<file path="src/design/tfm_pkg.sv">
// tfm_pkg: shared types, constants and helper functions for the thruster force mixer
// no dependencies; used by tfm_vert and thruster_force_mixer
`default_nettype none

package tfm_pkg;

    localparam int HORIZONTAL_COUNT = 4;
    localparam int VERT_COUNT       = 2;
    localparam int REG_COUNT        = 4;
    localparam int REG_W            = 24;
    localparam int CFG_INDEX_W      = 2;
    localparam int PULSE_W          = 11;
    localparam int FORCE_W          = 8;
    localparam int RANGE_W          = 8;
    localparam int DIV_W            = RANGE_W + 1;
    localparam int QUO_W            = 11;
    localparam int BIT_W            = 4;
    localparam int MAP_W            = 13;
    localparam int ROW_SPLIT        = 2;

    localparam logic MODE_HORIZ = 1'b0;
    localparam logic MODE_VERT  = 1'b1;

    localparam logic [PULSE_W-1:0] PULSE_NEUTRAL = 11'd1500;
    localparam logic [PULSE_W-1:0] PULSE_MIN     = 11'd1000;
    localparam logic [PULSE_W-1:0] PULSE_MAX     = 11'd2000;
    localparam logic [PULSE_W-1:0] DEAD_UP       = 11'd1750;
    localparam logic [PULSE_W-1:0] DEAD_DOWN     = 11'd1250;

    localparam logic signed [MAP_W-1:0] MAP_HIGH  = 13'sd1850;
    localparam logic signed [MAP_W-1:0] MAP_LOW   = 13'sd1150;
    localparam logic signed [MAP_W-1:0] CLAMP_MIN = 13'sd1000;
    localparam logic signed [MAP_W-1:0] CLAMP_MAX = 13'sd2000;

    // span of the pulse map, 1850 - 1150
    localparam logic signed [10:0] MAP_SPAN = 11'sd700;

    localparam logic [QUO_W-1:0] QUO_SAT = {QUO_W{1'b1}};

    typedef enum logic [2:0] {
        S_IDLE,
        S_MAC,
        S_ABS,
        S_SCALE,
        S_DCHK,
        S_DIV,
        S_WRITE,
        S_PUSH
    } t_state;

    // full-scale range keyed by which demands are nonzero: {moment, y, x}
    function automatic logic [RANGE_W-1:0] range_of(input logic [2:0] nz);
        logic [RANGE_W-1:0] r;
        unique case (nz)
            3'b001:  r = 8'd64;
            3'b010:  r = 8'd36;
            3'b100:  r = 8'd152;
            3'b011:  r = 8'd50;
            3'b101:  r = 8'd108;
            3'b110:  r = 8'd95;
            3'b111:  r = 8'd84;
            default: r = 8'd36;
        endcase
        return r;
    endfunction

    function automatic logic [PULSE_W-1:0] clamp_s(input logic signed [MAP_W-1:0] v);
        logic [PULSE_W-1:0] r;
        if (v < CLAMP_MIN) begin
            r = PULSE_MIN;
        end else if (v > CLAMP_MAX) begin
            r = PULSE_MAX;
        end else begin
            r = v[PULSE_W-1:0];
        end
        return r;
    endfunction

    function automatic logic [PULSE_W-1:0] deadband(input logic [PULSE_W-1:0] p);
        logic [PULSE_W-1:0] r;
        if (p > PULSE_NEUTRAL && p < DEAD_UP) begin
            r = DEAD_UP;
        end else if (p < PULSE_NEUTRAL && p > DEAD_DOWN) begin
            r = DEAD_DOWN;
        end else if (p < PULSE_MIN) begin
            r = PULSE_MIN;
        end else if (p > PULSE_MAX) begin
            r = PULSE_MAX;
        end else begin
            r = p;
        end
        return r;
    endfunction

endpackage

`default_nettype wire

</file>
<file path="src/design/thruster_force_mixer.sv">
// thruster_force_mixer: top level, sequencer around one shared multiplier and a divide step
// depends on tfm_pkg and tfm_vert
//
// Keeps six thruster pulse widths (reset 1500) and sends all six as one output beat
// after every command. A vertical command is shaped combinationally and registered at
// the input beat, then copied to the output register once that register is free. A
// horizontal command walks the four rows through one shared multiplier and a
// one-bit-per-cycle restoring divider: per row three multiply-accumulate steps, then
// sign/magnitude, scale, saturation check, the divide when the quotient does not
// saturate, and write-back. The input is not ready while a command is in work; a
// finished result waits in its own output register, so the next command can be taken
// before that beat is consumed. Gains are to be written through the plain write port
// only while the block is idle; the block itself does not enforce this.
`default_nettype none

module thruster_force_mixer #(
    parameter int GAIN_WIDTH = 8
) (
    input  wire logic                                i_clk,
    input  wire logic                                i_rst_n,

    input  wire logic                                i_cfg_we,
    input  wire logic [tfm_pkg::CFG_INDEX_W-1:0]     i_cfg_index,
    input  wire logic [tfm_pkg::REG_W-1:0]           i_cfg_data,

    input  wire logic                                i_in_valid,
    output logic                                     o_in_ready,
    input  wire logic                                i_mode,
    input  wire logic signed [tfm_pkg::FORCE_W-1:0]  i_force_x,
    input  wire logic signed [tfm_pkg::FORCE_W-1:0]  i_force_y,
    input  wire logic signed [tfm_pkg::FORCE_W-1:0]  i_turn_moment,
    input  wire logic [tfm_pkg::PULSE_W-1:0]         i_vert_first_pulse,
    input  wire logic [tfm_pkg::PULSE_W-1:0]         i_vert_second_pulse,

    output logic                                     o_out_valid,
    input  wire logic                                i_out_ready,
    output logic [tfm_pkg::PULSE_W-1:0]              o_pulse_h0,
    output logic [tfm_pkg::PULSE_W-1:0]              o_pulse_h1,
    output logic [tfm_pkg::PULSE_W-1:0]              o_pulse_h2,
    output logic [tfm_pkg::PULSE_W-1:0]              o_pulse_h3,
    output logic [tfm_pkg::PULSE_W-1:0]              o_pulse_v0,
    output logic [tfm_pkg::PULSE_W-1:0]              o_pulse_v1
);

    localparam int HC    = tfm_pkg::HORIZONTAL_COUNT;
    localparam int ROW_W = $clog2(HC);
    localparam int SW    = GAIN_WIDTH + 10;
    localparam int PW    = SW + 11;
    localparam int NW    = SW + 10;
    localparam int RW    = tfm_pkg::DIV_W + tfm_pkg::QUO_W;
    localparam int GWIDE = (3 * GAIN_WIDTH > tfm_pkg::REG_W) ? 3 * GAIN_WIDTH : tfm_pkg::REG_W;
    localparam int PLW   = tfm_pkg::PULSE_W;

    tfm_pkg::t_state r_state, n_state;

    logic [tfm_pkg::REG_W-1:0]          r_gain [tfm_pkg::REG_COUNT];

    logic signed [tfm_pkg::FORCE_W-1:0] r_force [3];
    logic signed [tfm_pkg::FORCE_W-1:0] n_force [3];
    logic [tfm_pkg::RANGE_W-1:0]        r_range, n_range;
    logic [ROW_W-1:0]                   r_row, n_row;
    logic [1:0]                         r_k, n_k;
    logic signed [SW-1:0]               r_acc, n_acc;
    logic                               r_neg, n_neg;
    logic [NW-1:0]                      r_num, n_num;
    logic [RW-1:0]                      r_rem, n_rem;
    logic [tfm_pkg::QUO_W-1:0]          r_quo, n_quo;
    logic [tfm_pkg::BIT_W-1:0]          r_bit, n_bit;

    logic [PLW-1:0] r_pulse_h [HC];
    logic [PLW-1:0] n_pulse_h [HC];
    logic [PLW-1:0] r_pulse_v [tfm_pkg::VERT_COUNT];
    logic [PLW-1:0] n_pulse_v [tfm_pkg::VERT_COUNT];
    logic [PLW-1:0] r_out_h   [HC];
    logic [PLW-1:0] n_out_h   [HC];
    logic [PLW-1:0] r_out_v   [tfm_pkg::VERT_COUNT];
    logic [PLW-1:0] n_out_v   [tfm_pkg::VERT_COUNT];
    logic           r_out_valid, n_out_valid;

    logic [PLW-1:0] vert_first, vert_second;

    // shared multiplier
    logic [GWIDE-1:0]                   gain_vec;
    logic signed [GAIN_WIDTH-1:0]       gain_sel;
    logic signed [tfm_pkg::FORCE_W-1:0] force_sel;
    logic signed [SW-1:0]               mul_a;
    logic signed [10:0]                 mul_b;
    logic signed [PW-1:0]               mul_p;

    logic signed [SW-1:0]               t_sum;
    logic [NW-1:0]                      sat_lim;
    logic [RW-1:0]                      trial;
    logic signed [tfm_pkg::MAP_W-1:0]   base;
    logic signed [tfm_pkg::MAP_W-1:0]   quo_s;
    logic signed [tfm_pkg::MAP_W-1:0]   mapped;
    logic                               in_beat;

    tfm_vert u_vert (
        .i_first  (i_vert_first_pulse),
        .i_second (i_vert_second_pulse),
        .o_first  (vert_first),
        .o_second (vert_second)
    );

    assign gain_vec = GWIDE'(r_gain[r_row]);
    assign gain_sel = gain_vec[r_k*GAIN_WIDTH +: GAIN_WIDTH];

    always_comb begin
        case (r_k)
            2'd0:    force_sel = r_force[0];
            2'd1:    force_sel = r_force[1];
            2'd2:    force_sel = r_force[2];
            default: force_sel = '0;
        endcase
    end

    always_comb begin
        if (r_state == tfm_pkg::S_SCALE) begin
            mul_a = r_acc;
            mul_b = tfm_pkg::MAP_SPAN;
        end else begin
            mul_a = SW'(gain_sel);
            mul_b = 11'(force_sel);
        end
    end

    assign mul_p   = PW'(mul_a) * PW'(mul_b);
    assign t_sum   = r_acc + $signed(SW'({1'b0, r_range}));
    assign sat_lim = NW'({r_range, 1'b0}) << tfm_pkg::QUO_W;
    assign trial   = RW'({r_range, 1'b0}) << r_bit;
    assign base    = (r_row < ROW_W'(tfm_pkg::ROW_SPLIT)) ? tfm_pkg::MAP_HIGH : tfm_pkg::MAP_LOW;
    assign quo_s   = $signed({2'b00, r_quo});
    assign mapped  = r_neg ? (base - quo_s) : (base + quo_s);
    assign in_beat = i_in_valid && o_in_ready;

    assign o_in_ready = (r_state == tfm_pkg::S_IDLE);

    always_comb begin
        n_state     = r_state;
        n_force     = r_force;
        n_range     = r_range;
        n_row       = r_row;
        n_k         = r_k;
        n_acc       = r_acc;
        n_neg       = r_neg;
        n_num       = r_num;
        n_rem       = r_rem;
        n_quo       = r_quo;
        n_bit       = r_bit;
        n_pulse_h   = r_pulse_h;
        n_pulse_v   = r_pulse_v;
        n_out_h     = r_out_h;
        n_out_v     = r_out_v;
        n_out_valid = r_out_valid && !i_out_ready;

        unique case (r_state)
            tfm_pkg::S_IDLE: begin
                if (in_beat) begin
                    if (i_mode == tfm_pkg::MODE_VERT) begin
                        n_pulse_v[0] = vert_first;
                        n_pulse_v[1] = vert_second;
                        n_state      = tfm_pkg::S_PUSH;
                    end else begin
                        n_force[0] = i_force_x;
                        n_force[1] = i_force_y;
                        n_force[2] = i_turn_moment;
                        n_range    = tfm_pkg::range_of({i_turn_moment != '0,
                                                        i_force_y != '0,
                                                        i_force_x != '0});
                        n_row      = '0;
                        n_k        = '0;
                        n_acc      = '0;
                        n_state    = tfm_pkg::S_MAC;
                    end
                end
            end
            tfm_pkg::S_MAC: begin
                n_acc = r_acc + $signed(mul_p[SW-1:0]);
                if (r_k == 2'd2) begin
                    n_state = tfm_pkg::S_ABS;
                end else begin
                    n_k = r_k + 2'd1;
                end
            end
            tfm_pkg::S_ABS: begin
                n_neg   = t_sum[SW-1] ^ (r_row < ROW_W'(tfm_pkg::ROW_SPLIT));
                n_acc   = t_sum[SW-1] ? -t_sum : t_sum;
                n_state = tfm_pkg::S_SCALE;
            end
            tfm_pkg::S_SCALE: begin
                n_num   = mul_p[NW-1:0];
                n_state = tfm_pkg::S_DCHK;
            end
            tfm_pkg::S_DCHK: begin
                if (r_num >= sat_lim) begin
                    n_quo   = tfm_pkg::QUO_SAT;
                    n_state = tfm_pkg::S_WRITE;
                end else begin
                    n_rem   = r_num[RW-1:0];
                    n_quo   = '0;
                    n_bit   = tfm_pkg::BIT_W'(tfm_pkg::QUO_W - 1);
                    n_state = tfm_pkg::S_DIV;
                end
            end
            tfm_pkg::S_DIV: begin
                if (r_rem >= trial) begin
                    n_rem        = r_rem - trial;
                    n_quo[r_bit] = 1'b1;
                end
                if (r_bit == '0) begin
                    n_state = tfm_pkg::S_WRITE;
                end else begin
                    n_bit = r_bit - 1'b1;
                end
            end
            tfm_pkg::S_WRITE: begin
                n_pulse_h[r_row] = tfm_pkg::clamp_s(mapped);
                if (r_row == ROW_W'(HC - 1)) begin
                    n_state = tfm_pkg::S_PUSH;
                end else begin
                    n_row   = r_row + 1'b1;
                    n_k     = '0;
                    n_acc   = '0;
                    n_state = tfm_pkg::S_MAC;
                end
            end
            tfm_pkg::S_PUSH: begin
                if (!r_out_valid || i_out_ready) begin
                    n_out_h     = r_pulse_h;
                    n_out_v     = r_pulse_v;
                    n_out_valid = 1'b1;
                    n_state     = tfm_pkg::S_IDLE;
                end
            end
            default: begin
                n_state = tfm_pkg::S_IDLE;
            end
        endcase
    end

    always_ff @(posedge i_clk) begin
        if (!i_rst_n) begin
            r_state     <= tfm_pkg::S_IDLE;
            r_out_valid <= 1'b0;
            for (int i = 0; i < HC; i++) begin
                r_pulse_h[i] <= tfm_pkg::PULSE_NEUTRAL;
            end
            for (int i = 0; i < tfm_pkg::VERT_COUNT; i++) begin
                r_pulse_v[i] <= tfm_pkg::PULSE_NEUTRAL;
            end
        end else begin
            r_state     <= n_state;
            r_out_valid <= n_out_valid;
            r_pulse_h   <= n_pulse_h;
            r_pulse_v   <= n_pulse_v;
        end
    end

    // working registers and output payload
    always_ff @(posedge i_clk) begin
        r_force <= n_force;
        r_range <= n_range;
        r_row   <= n_row;
        r_k     <= n_k;
        r_acc   <= n_acc;
        r_neg   <= n_neg;
        r_num   <= n_num;
        r_rem   <= n_rem;
        r_quo   <= n_quo;
        r_bit   <= n_bit;
        r_out_h <= n_out_h;
        r_out_v <= n_out_v;
    end

    always_ff @(posedge i_clk) begin
        if (!i_rst_n) begin
            for (int i = 0; i < tfm_pkg::REG_COUNT; i++) begin
                r_gain[i] <= '0;
            end
        end else if (i_cfg_we) begin
            r_gain[i_cfg_index] <= i_cfg_data;
        end
    end

    assign o_out_valid = r_out_valid;
    assign o_pulse_h0  = r_out_h[0];
    assign o_pulse_h1  = r_out_h[1];
    assign o_pulse_h2  = r_out_h[2];
    assign o_pulse_h3  = r_out_h[3];
    assign o_pulse_v0  = r_out_v[0];
    assign o_pulse_v1  = r_out_v[1];

endmodule

`default_nettype wire

</file>
<file path="src/design/tfm_vert.sv">
// tfm_vert: vertical pulse shaping, neutral override and deadband push with saturation
// depends on tfm_pkg
`default_nettype none

module tfm_vert (
    input  wire logic [tfm_pkg::PULSE_W-1:0] i_first,
    input  wire logic [tfm_pkg::PULSE_W-1:0] i_second,
    output logic      [tfm_pkg::PULSE_W-1:0] o_first,
    output logic      [tfm_pkg::PULSE_W-1:0] o_second
);

    always_comb begin
        if (i_first == tfm_pkg::PULSE_NEUTRAL) begin
            o_first  = tfm_pkg::PULSE_NEUTRAL;
            o_second = tfm_pkg::PULSE_NEUTRAL;
        end else begin
            o_first  = tfm_pkg::deadband(i_first);
            o_second = tfm_pkg::deadband(i_second);
        end
    end

endmodule

`default_nettype wire
</file>
<file path="config.mk">
export PLATFORM = sky130hd
export DESIGN_NAME = thruster_force_mixer
export DESIGN_NICKNAME = d
export VERILOG_FILES = /design/src/design/tfm_pkg.sv /design/src/design/thruster_force_mixer.sv /design/src/design/tfm_vert.sv
export SDC_FILE = /design/constraint.sdc
export NUM_CORES = 1
export LEC_CHECK = 0
export BUFFER_PORTS_ARGS = -buffer_cell sky130_fd_sc_hd__buf_4
export CAP_MARGIN = 10
export CORE_MARGIN = 2
export CORE_UTILIZATION = 50
export CTS_CLUSTER_DIAMETER = 80
export DETAILED_ROUTE_END_ITERATION = 8
export GPL_ROUTABILITY_DRIVEN = 0
export PLACE_DENSITY_LB_ADDON = 0.05
export SYNTH_ARGS = -nofsm -noshare
export SYNTH_HDL_FRONTEND = slang
export SYNTH_SLANG_ARGS = --single-unit
</file>
<file path="constraint.sdc">
create_clock -name i_clk -period 11.2 [get_ports i_clk]
set_input_delay 1.12 -clock i_clk [delete_from_list [all_inputs] [get_ports i_clk]]
set_output_delay 1.12 -clock i_clk [all_outputs]
set_load 0.005 [all_outputs]
</file>
==> results by group <==
STA
  – Slew @ Worst Pin: 1.21 ns
  – Setup Viol. Count Final: 0
  – Skew final: ~0.031 ns
  – Worst rel slew slack: 0.189
  – Clock period minus worst slack: 9.11 ns
  – Tcrit/Tclk final: 0.814
  – RSZ-0062 raised after global routing: false
  – Final Hold Viols: 0
  – Setup TNS: 0 ns
  – Fmax: roughly 110 MHz
  – Final Max Tran Viols: 0

Routing
  – Drt wl/cell: 19.8 um
  – Iter 0 DRT Violations: 1487
  – DR vias: 18571
  – Routed Antenna Nets: 0
  – Vias per cell: 5.68
  – Remaining DRCs: 0
  – Drt pass-1 iters: 8
  – Drt total wl: 64.9 mm

Clock network
  – Clk sinks: 352
  – CTS tree: yes
  – CTS root buffer: clkbuf_16
  – Worst-path clk slew: 0.06 ns
  – # Post-CTS Setup Buffers: 0
  – Hold buffer count at CTS: 0
  – H-tree levels: 2
  – Post-CTS sizing: 0
  – Clock Tree Buf Depth: 3
  – Cts bufs inserted: 41
  – Clk Latency, worst-skew pair: 0.58 ns

Floorplan
  – Die X: between 200 and 250 um
  – Starting density of the core: 0.505
  – Core ar.: approximately 50000 um2
  – Die height: around 230 um
  – Die area: 52400 um2
  – Placement row count: a little over 80
  – I/O pin count: 146

Cells and area
  – Area delta synth->final: 12.1%
  – Layout Cells excl Fill: approximately 3300
  – Layout cells sized above 1: 0.115
  – Fin nets: 2959

Logic synthesis
  – Yosys Warn Count: 0
  – Top-area cell type share of the netlist area: 0.332
  – Syn Nets: 2853
  – Post-synth cell types: 81
  – Register area share after synthesis: 0.389
  – Post-synthesis cell count: 2461
  – Ranking of synthesized cells by area: edfxtp_1 (33%), fa_1 (14%), ha_1 (6.7%)
  – Top_reg_cell synth: edfxtp_1
  – Yosys reg bits: 352
  – Post-synth EDFFs: 280
  – Synthesized area per cell: around 10 um2
  – Async S/R FF share, synth: 0
  – Cell accounting for the most synthesized area: edfxtp_1
  – Cell Area, Synth: 25300 um2

Status
  – Outcome: finished clean

Worst setup path
  – Worst r2r path cells: 30
  – Most used cell, CP: fa_1
  – Worst setup path end: r_acc[16]
  – CP delay by family, top: adder cells
  – Bufs and invs on worst path: 5
  – Startpoint types: flop
  – FF-to-FF Start: r_state[2]
  – Critical Path Source: r_state[2]
  – Critical Path RT: around 12 ns
  – Crit path largest cell delay: 0.95 ns
  – Worst flop-to-flop path endpoint: r_acc[16]
  – WS Path Type: reg2reg
  – Flop2flop setup slack: 2.09 ns
  – Critical Path Fanout Max: 45
  – Setup crit end kind: flop
  – WP data arrival: 9.42 ns
  – Worst path depth: 30
  – Slowest CP cell: a311oi_1

Worst hold path
  – Worst min path class: reg2reg

GRT
  – Initial antenna violation count: 3
  – Global-route total usage across every layer: 0.250
  – Largest net degree at the start of global routing: 90
  – First-pass GRT wire length: between 100 and 150 mm
  – Grt total ovfl: 0
  – Vias in the first global route: 18696

Flow run
  – Max-cap violations: 0

Placed design
  – Port bufs: around 150
  – Final HPWL DP: 49.7 mm
  – Placed cells: 3196
-- state kept, by name, indices dropped and copies added (netlist names), 3 cells and up, named ones only --
name,cells
r_gain,96
r_pulse_h,44
r_num,28
r_force,24
r_pulse_v,22
r_rem,20
r_acc,18
o_pulse_h0,11
o_pulse_h1,11
o_pulse_h2,11
o_pulse_h3,11
o_pulse_v0,11
o_pulse_v1,11
r_quo,11
r_range,8
r_bit,4
r_state,3
-- metal layers --
layer / global-route usage / part of all wire / vias to the layer above
met5: 0 / 0 / -
met4: 0.0720 / 0.023 / 0
met3: 0.0276 / 0.042 / 98
met2: 0.425 / 0.49 / 459
met1: 0.338 / 0.44 / 9176
li1: - / - / 8838
-- cells in the final DEF (no fill, tap or decap), types with 31 or more instances in the layout --
cell type	synthesis	final
a21oi_1	100	100
xnor2_1	59	59
nand3_1	58	58
o21ai_0	100	98
buf_4	1	170
ha_1	135	135
and3_1	36	36
edfxtp_1	280	280
o21a_1	31	31
nor2_1	173	172
inv_1	290	290
nand2_1	235	235
and2_1	100	100
dfxtp_1	72	72
clkbuf_16	0	41
fa_1	179	179
-- synth_stat cells (all sizes together), types with 27 or more instances --
cell type / instances
nand3: 58
fa: 179
o21ai: 104
o21a: 31
nand2b: 29
ha: 135
dfxtp: 72
a21oi: 102
inv: 290
o211ai: 27
and2: 100
xnor2: 59
nor3: 31
xor2: 29
and3: 37
nor4: 27
edfxtp: 280
nand2: 235
nor2: 173
clkbuf: 84
-- final cells by class --
type / instances / area, um2
diodes: 3 / 7.51
clock buffers: 46 / 1040
clock inverters: 27 / 268
fillers: 4400 / 21700
inverters: 291 / 1090
multi-input cells: 1711 / 14000
flip-flops and latches: 352 / 9850
well taps: 672 / 841
repair buffers: 170 / 1280
-- cell families (layout without fill, tap and decap cells) --
| logic type | Yosys count | in the layout | share of synthesized area |
|---|---|---|---|
| buffers and inverters | 398 | 534 | 0.0602 |
| AND/OR/NAND/NOR | 793 | 793 | 0.156 |
| XOR/XNOR | 88 | 88 | 0.0305 |
| adder cells (fa/ha/maj) | 314 | 314 | 0.208 |
| flip-flops | 352 | 352 | 0.389 |
| AO/OA/AOI/OAI | 478 | 478 | 0.128 |
| multiplexers | 38 | 38 | 0.0279 |
| other | 0 | 3 | 0 |
-- through the flow --
stage | utilization | setup WS [ns] | hold slack [ns] | area [um2]
finish | 0.567 | 2.09 | 0.429 | 28400
floorplan | - | 3.24 | 0.403 | 25300
global route | 0.567 | 1.48 | 0.441 | 28400
detailed placement | 0.540 | 2.19 | 0.411 | 27100
CTS | 0.567 | 2.15 | 0.421 | 28400
global placement | 0.540 | 2.45 | 0.409 | 27100
-- worst min-delay path by stage --
stage	from	end	slack, ns	cells after the start
floorplan	r_pulse_h[38]	o_pulse_h0[5]	0.40	0
global placement	r_pulse_h[5]	o_pulse_h3[5]	0.41	0
detailed placement	r_pulse_h[38]	o_pulse_h0[5]	0.41	0
CTS	r_pulse_v[0]	o_pulse_v1[0]	0.42	0
global route	r_pulse_h[5]	o_pulse_h3[5]	0.44	0
finish	r_pulse_v[0]	o_pulse_v1[0]	0.43	0
Power is left out: the tool's default activity adds up to more than one toggle a clock period on the data nets, which glitch-free logic cannot reach.
